**config.mk**
```make
export PLATFORM = sky130hd
export DESIGN_NAME = ps2_scan_code_decoder_flat
export DESIGN_NICKNAME = d
export VERILOG_FILES = /design/src/rtl/ps2scd_pkg.sv /design/src/rtl/ps2scd_if.sv /design/src/rtl/ps2_scan_code_decoder.sv /design/src/flat_wrapper.sv
export SDC_FILE = /design/constraint.sdc
export NUM_CORES = 1
export LEC_CHECK = 0
export ABC_AREA = 1
export ABC_CLOCK_PERIOD_IN_PS = 1700
export BUFFER_PORTS_ARGS = -buffer_cell sky130_fd_sc_hd__clkbuf_2
export CAP_MARGIN = 20
export CORE_ASPECT_RATIO = 0.6
export CORE_MARGIN = 5
export CORE_UTILIZATION = 54
export DETAILED_ROUTE_END_ITERATION = 6
export PLACE_DENSITY = 0.78
export SLEW_MARGIN = 10
export SYNTH_ARGS = -nofsm -noshare
export SYNTH_HDL_FRONTEND = slang
export SYNTH_SLANG_ARGS = --single-unit
export TNS_END_PERCENT = 50
```
**constraint.sdc**
```tcl
create_clock -name clk -period 1.7 [get_ports clk]
set_input_delay 0.17 -clock clk [delete_from_list [all_inputs] [get_ports clk]]
set_output_delay 0.17 -clock clk [all_outputs]
set_load 0.02 [all_outputs]
```
**src/rtl/ps2scd_pkg.sv**
```systemverilog
// constants and types shared by the ps2 scan code decoder
`timescale 1ns / 1ps
`default_nettype none
package ps2scd_pkg;

  localparam int unsigned ByteW = 8;
  localparam int unsigned KindW = 2;
  localparam int unsigned CodeW = 7;

  typedef logic [ByteW-1:0] byte_t;
  typedef logic [KindW-1:0] kind_t;
  typedef logic [CodeW-1:0] code_t;

  // event kinds
  localparam kind_t KIND_KEY     = 2'd0;
  localparam kind_t KIND_PASS    = 2'd1;
  localparam kind_t KIND_UNKNOWN = 2'd2;
  localparam kind_t KIND_E1_ERR  = 2'd3;

  // received bytes with a meaning of their own
  localparam byte_t BYTE_PASS     = 8'hAA;
  localparam byte_t BYTE_ERR_A    = 8'h00;
  localparam byte_t BYTE_ERR_B    = 8'hFF;
  localparam byte_t BYTE_ECHO     = 8'hEE;
  localparam byte_t BYTE_ACK      = 8'hFA;
  localparam byte_t BYTE_RESEND   = 8'hFE;
  localparam byte_t BYTE_STFAIL_A = 8'hFC;
  localparam byte_t BYTE_STFAIL_B = 8'hFD;
  localparam byte_t BYTE_F7       = 8'h83;
  localparam byte_t CODE_F7       = 8'h02;
  localparam byte_t BYTE_EXT      = 8'hE0;
  localparam byte_t BYTE_DOUBLE   = 8'hE1;
  localparam byte_t BYTE_REL      = 8'hF0;

  localparam code_t PAUSE_FIRST  = 7'h14;
  localparam code_t PAUSE_SECOND = 7'h77;
  localparam code_t CODE_PAUSE   = 7'h0F;

endpackage
`default_nettype wire

```
**src/rtl/ps2scd_if.sv**
```systemverilog
// valid/ready channels for raw scan bytes and decoded events
`timescale 1ns / 1ps
`default_nettype none
interface ps2scd_byte_if;
  import ps2scd_pkg::*;

  logic  valid;
  logic  ready;
  byte_t scan_byte;

  modport source (output valid, output scan_byte, input ready);
  modport sink (input valid, input scan_byte, output ready);
endinterface

interface ps2scd_event_if;
  import ps2scd_pkg::*;

  logic  valid;
  logic  ready;
  kind_t event_kind;
  code_t key_code;
  logic  extended;
  logic  released;

  modport source (output valid, output event_kind, output key_code,
                  output extended, output released, input ready);
  modport sink (input valid, input event_kind, input key_code,
                input extended, input released, output ready);
endinterface
`default_nettype wire

```
**src/rtl/ps2_scan_code_decoder.sv**
```systemverilog
// ps2 scan code set 2 byte decoder
// usage:
//   scan   : sink channel, one raw keyboard byte per transfer
//   events : source channel, at most one decoded event per input byte
//   event_kind 0 key, 1 self-test passed, 2 unknown code, 3 bad E1 pair
//   prefix bytes (E0, F0, E1) and the first byte of an E1 pair update the
//   prefix state and give no event; error/ack/echo/resend bytes are dropped
// timing:
//   one byte is taken per cycle while scan.ready is high; the event for a byte
//   appears on events in the cycle after its transfer, held in a single output register
//   the decode is a handful of byte compares against the prefix flags
// stall:
//   scan.ready stays high while the output register is empty or being
//   drained in the same cycle, so a stalled receiver backs up the input
//   after one pending event
// reset:
//   rst clears the prefix flags, the held E1 code and the output valid
`timescale 1ns / 1ps
`default_nettype none
module ps2_scan_code_decoder (
  input  wire logic      clk,
  input  wire logic      rst,
  ps2scd_byte_if.sink    scan,
  ps2scd_event_if.source events
);
  import ps2scd_pkg::*;

  logic  ext_flag, ext_flag_next;
  logic  rel_flag, rel_flag_next;
  logic  e1_pending, e1_pending_next;
  code_t e1_first_code, e1_first_code_next;

  logic  out_valid;
  kind_t out_kind;
  code_t out_code;
  logic  out_ext;
  logic  out_rel;

  logic  take;
  byte_t b;
  logic  emit;
  kind_t kind;
  code_t code;
  logic  ext;
  logic  rel;

  assign scan.ready = !out_valid || events.ready;
  assign take       = scan.valid && scan.ready;

  always_comb begin
    b                  = scan.scan_byte;
    emit               = 1'b0;
    kind               = KIND_KEY;
    code               = '0;
    ext                = 1'b0;
    rel                = 1'b0;
    ext_flag_next      = ext_flag;
    rel_flag_next      = rel_flag;
    e1_pending_next    = e1_pending;
    e1_first_code_next = e1_first_code;

    if (b == BYTE_F7) begin
      b = CODE_F7;
    end

    if (scan.scan_byte == BYTE_PASS) begin
      emit = 1'b1;
      kind = KIND_PASS;
    end else if (scan.scan_byte == BYTE_ERR_A || scan.scan_byte == BYTE_ERR_B ||
                 scan.scan_byte == BYTE_ECHO || scan.scan_byte == BYTE_ACK ||
                 scan.scan_byte == BYTE_RESEND || scan.scan_byte == BYTE_STFAIL_A ||
                 scan.scan_byte == BYTE_STFAIL_B) begin
      emit = 1'b0;
    end else if (b == BYTE_EXT) begin
      ext_flag_next = 1'b1;
    end else if (b == BYTE_DOUBLE) begin
      e1_pending_next = 1'b1;
    end else if (b == BYTE_REL) begin
      rel_flag_next = 1'b1;
    end else if (!b[ByteW-1]) begin
      if (e1_pending) begin
        // first code of an E1 pair is held until the second arrives
        e1_first_code_next = b[CodeW-1:0];
        e1_pending_next    = 1'b0;
      end else begin
        emit               = 1'b1;
        ext_flag_next      = 1'b0;
        rel_flag_next      = 1'b0;
        e1_first_code_next = '0;
        if (e1_first_code != '0 &&
            !(e1_first_code == PAUSE_FIRST && b[CodeW-1:0] == PAUSE_SECOND)) begin
          kind = KIND_E1_ERR;
          code = b[CodeW-1:0];
        end else begin
          kind = KIND_KEY;
          code = (e1_first_code != '0) ? CODE_PAUSE : b[CodeW-1:0];
          ext  = ext_flag;
          rel  = rel_flag;
        end
      end
    end else begin
      // unknown high code, prefix state kept
      emit = 1'b1;
      kind = KIND_UNKNOWN;
      code = b[CodeW-1:0];
    end
  end

  always_ff @(posedge clk) begin
    if (rst) begin
      ext_flag      <= 1'b0;
      rel_flag      <= 1'b0;
      e1_pending    <= 1'b0;
      e1_first_code <= '0;
      out_valid     <= 1'b0;
    end else begin
      if (take) begin
        ext_flag      <= ext_flag_next;
        rel_flag      <= rel_flag_next;
        e1_pending    <= e1_pending_next;
        e1_first_code <= e1_first_code_next;
      end
      if (scan.ready) begin
        out_valid <= take && emit;
      end
    end
  end

  // payload register, loaded only when a new event is captured
  always_ff @(posedge clk) begin
    if (take && emit) begin
      out_kind <= kind;
      out_code <= code;
      out_ext  <= ext;
      out_rel  <= rel;
    end
  end

  assign events.valid      = out_valid;
  assign events.event_kind = out_kind;
  assign events.key_code   = out_code;
  assign events.extended   = out_ext;
  assign events.released   = out_rel;

endmodule
`default_nettype wire

```
**src/flat_wrapper.sv**
```systemverilog
// flat-port wrapper written by rule: the top's interface ports become plain ports
module ps2_scan_code_decoder_flat import ps2scd_pkg::*;
  (clk, rst, scan_valid, scan_scan_byte, scan_ready, events_valid, events_event_kind, events_key_code, events_extended, events_released, events_ready);
  ps2scd_byte_if scan_i ();
  ps2scd_event_if events_i ();
  input  wire logic clk;
  input  wire logic rst;
  input wire logic [$bits(scan_i.valid)-1:0] scan_valid;
  input wire logic [$bits(scan_i.scan_byte)-1:0] scan_scan_byte;
  output wire logic [$bits(scan_i.ready)-1:0] scan_ready;
  output wire logic [$bits(events_i.valid)-1:0] events_valid;
  output wire logic [$bits(events_i.event_kind)-1:0] events_event_kind;
  output wire logic [$bits(events_i.key_code)-1:0] events_key_code;
  output wire logic [$bits(events_i.extended)-1:0] events_extended;
  output wire logic [$bits(events_i.released)-1:0] events_released;
  input wire logic [$bits(events_i.ready)-1:0] events_ready;
  assign scan_i.valid = scan_valid;
  assign scan_i.scan_byte = scan_scan_byte;
  assign scan_ready = scan_i.ready;
  assign events_valid = events_i.valid;
  assign events_event_kind = events_i.event_kind;
  assign events_key_code = events_i.key_code;
  assign events_extended = events_i.extended;
  assign events_released = events_i.released;
  assign events_i.ready = events_ready;
  ps2_scan_code_decoder u_core (.clk(clk), .rst(rst), .scan(scan_i), .events(events_i));
endmodule
```
==> qor.yml <==
fp.dieW_um: 72.6
setup_viol: 0
crit_type: "reg -> reg"
power.internal_w: 0.000932
yosysUniqueCellTypes: 23
crit_path_end: "u_core.events.released"
synthToLayoutAreaGrowth_pct: 20.1
period_minus_slack_ns: 1.44
fin_crit_sh: 0.849
p_per_area_nw_per_um2: 843
io_pins: 25
numPortBuffers: 24
startpoint_type: "flop"
grt-ovfl-total: 0
r2r_slack_ns: 0.26
pwr-share-clk: 0.338
yosysWarnings: 0
p_sw_frac: 0.275
reg2reg_depth: 8
core_um2: 2200
cts_resized: 0
min_path_type: "in -> reg"
cap_violations: 0
htreeDepth: 1
async_flop_share: 0
drcViolationCount: 0
netlist_top_cells_count: "49 x nand2_1, 35 x nor2_1, 19 x inv_1, 11 x dfxtp_1, 11 x edfxtp_1"
syn-num-nets: 186
row_count: 13
syn_area_per_cell_um2: 7.30
grt_max_degree: 14
synthCells: 174
worstReg2RegStart: "u_core.e1_first_code[2]"
skew_ns: 0.00200
wl_mm: 3.20
drt_pass1_iterations: 5
drive_gt1_frac: 0.250
synth_top_area_share: 0.260
p_leak_nw: 0.749
synthFlopType: "edfxtp_1"
cts_hold_buffers: 0
clockRootBuffer: "clkbuf_8"
fin_tns_setup_ns: 0
rsz0062_at_grt: "no"
pwr-share-comb: 0.189
slew-limit-headroom: 0.791
die_height_um: 47.6
start_util: 0.578
diodes: 0
synth_edf_count: 11
startpoint: "u_core.e1_first_code[2]"
num_vias: 1238
gp_congestion: 0.995
yosysTopAreaCell: "edfxtp_1"
drt_iter0_drc: 165
report.final.slew_viol_count: 0
antenna_left: 0
dpl_cell_area_um2: 1460
finalInstanceArea_um2: 1530
grt_pass1_vias: 982
yosys-top-cells-area: "edfxtp_1 26%, dfxtp_1 17%, nand2_1 14%"
synth_most_common_cell: "nand2_1"
power.switching_w: 0.000354
final_core_util: 0.695
ir_worst_vdd_uv: 438
synth-seq-cells: 22
antenna_found_initial: 0
path_max_fanout: 2
dieArea_um2: 3450
yosysSeqAreaShare: 0.433
post-cts-setup-buffers: 0
r2r_end: "u_core.events.released"
dp_hpwl_mm: 2.55
seqPwrFrac: 0.473
cts_inserted_buffers: 3
clock_latency_ns: 0.27
synth.cell_area_um2: 1270
grt_pass1_wl_mm: 4.86
status: "finished, final reports clean"
finalPower_w: 0.00129
grtUsageTotal: 0.196
worst_pin_slew_ns: 0.313
cts.sinks: 22
clkSlewWorstSetupHoldPaths_ns: 0.08
cts_buffer_depth: 2
hold-worst-slack_ns: 0.132
hold_viol_final: 0
detail_route.wl_per_cell_um: 13.7
via_per_inst: 5.29
cts_tree: "done"
cp.required_ns: 1.81
endpoint_kind: "flop"
worst_ep_arrival_time_ns: 1.55
nNetsFinal: 217
fmaxAchievable_mhz: 693
metal layers:
| layer | vias to the layer above | track usage | part of all wire |
|---|---|---|---|
| met5 | - | 0 | 0 |
| met3 | 10 | 0.0608 | 0.12 |
| li1 | 612 | - | - |
| met1 | 545 | 0.279 | 0.44 |
| met2 | 71 | 0.285 | 0.42 |
| met4 | 0 | 0.0662 | 0.014 |
placed cells by master, fill, tap and decap left out, drive strengths merged:
master,count
nor3,6
nand3b,1
edfxtp,11
buf,3
a22oi,1
nand4,6
nor2,40
nand2,55
a21oi,7
o21ai,1
clkbuf,28
dfxtp,11
nand3,8
inv,24
nor3b,2
flip-flops by register name, summed over array words and instances (netlist names):
register and cells:
u_core.e1_first_code 7, u_core.ext_flag 1, u_core.events.extended 1, u_core.events.released 1, u_core.events.valid 1, u_core.rel_flag 1, u_core.e1_pending 1, u_core.events.key_code 7
u_core.events.event_kind 2
how the worst min path moves through the flow:
| stage | start | endpoint | slack (ns) | depth (start not counted) |
|---|---|---|---|---|
| final | rst | u_core.e1_first_code[6] | 0.13 | 2 |
| after global routing | rst | u_core.e1_first_code[0] | 0.13 | 2 |
| after CTS | rst | u_core.e1_first_code[0] | 0.13 | 2 |
| after detailed placement | rst | u_core.e1_first_code[0] | 0.41 | 2 |
| after global placement | rst | u_core.e1_first_code[6] | 0.41 | 2 |
| after floorplan | rst | u_core.e1_first_code[6] | 0.24 | 1 |
kinds of logic after synthesis:
logic type,Yosys count,share of synthesized area
buffers and inverters,25,0.0759
flip-flops,22,0.433
AO/OA/AOI/OAI,9,0.0374
AND/OR/NAND/NOR,118,0.453
critical path: stages (launching register included):
cell and delay (ns):
dfxtp_1 0.39, inv_1 0.07, nor3_1 0.18, nand2_1 0.07, nor2_1 0.13, nand2_1 0.08
nand2_1 0.09, nand2_1 0.09, nor3b_1 0.19
area by class of cell:
class / count / area, µm²
fill: 181 / 671
clock buffer: 4 / 66.3
timing repair buffer: 27 / 155
tap: 30 / 37.5
sequential: 22 / 551
inverter: 24 / 92.6
multi-input combinational: 127 / 623
power by group through the flow:
stage	logic, W	registers, W	clock network (W)
after floorplan	0.000121	0.000648	0
after global placement	0.000235	0.000619	0
after detailed placement	0.000239	0.000620	0
after CTS	0.000240	0.000608	0.000437
after global routing	0.000263	0.000611	0.000463
final	0.000243	0.000608	0.000435
per-stage QoR:
step           std cells  worst slack [ns]
2_1_floorplan        174             0.212
3_3_place_gp         230            0.0969
3_5_place_dp         230            0.0290
4_1_cts              234             0.285
5_1_grt              234            0.0193
6_report             234             0.257
(Power assumes the default switching activity.)
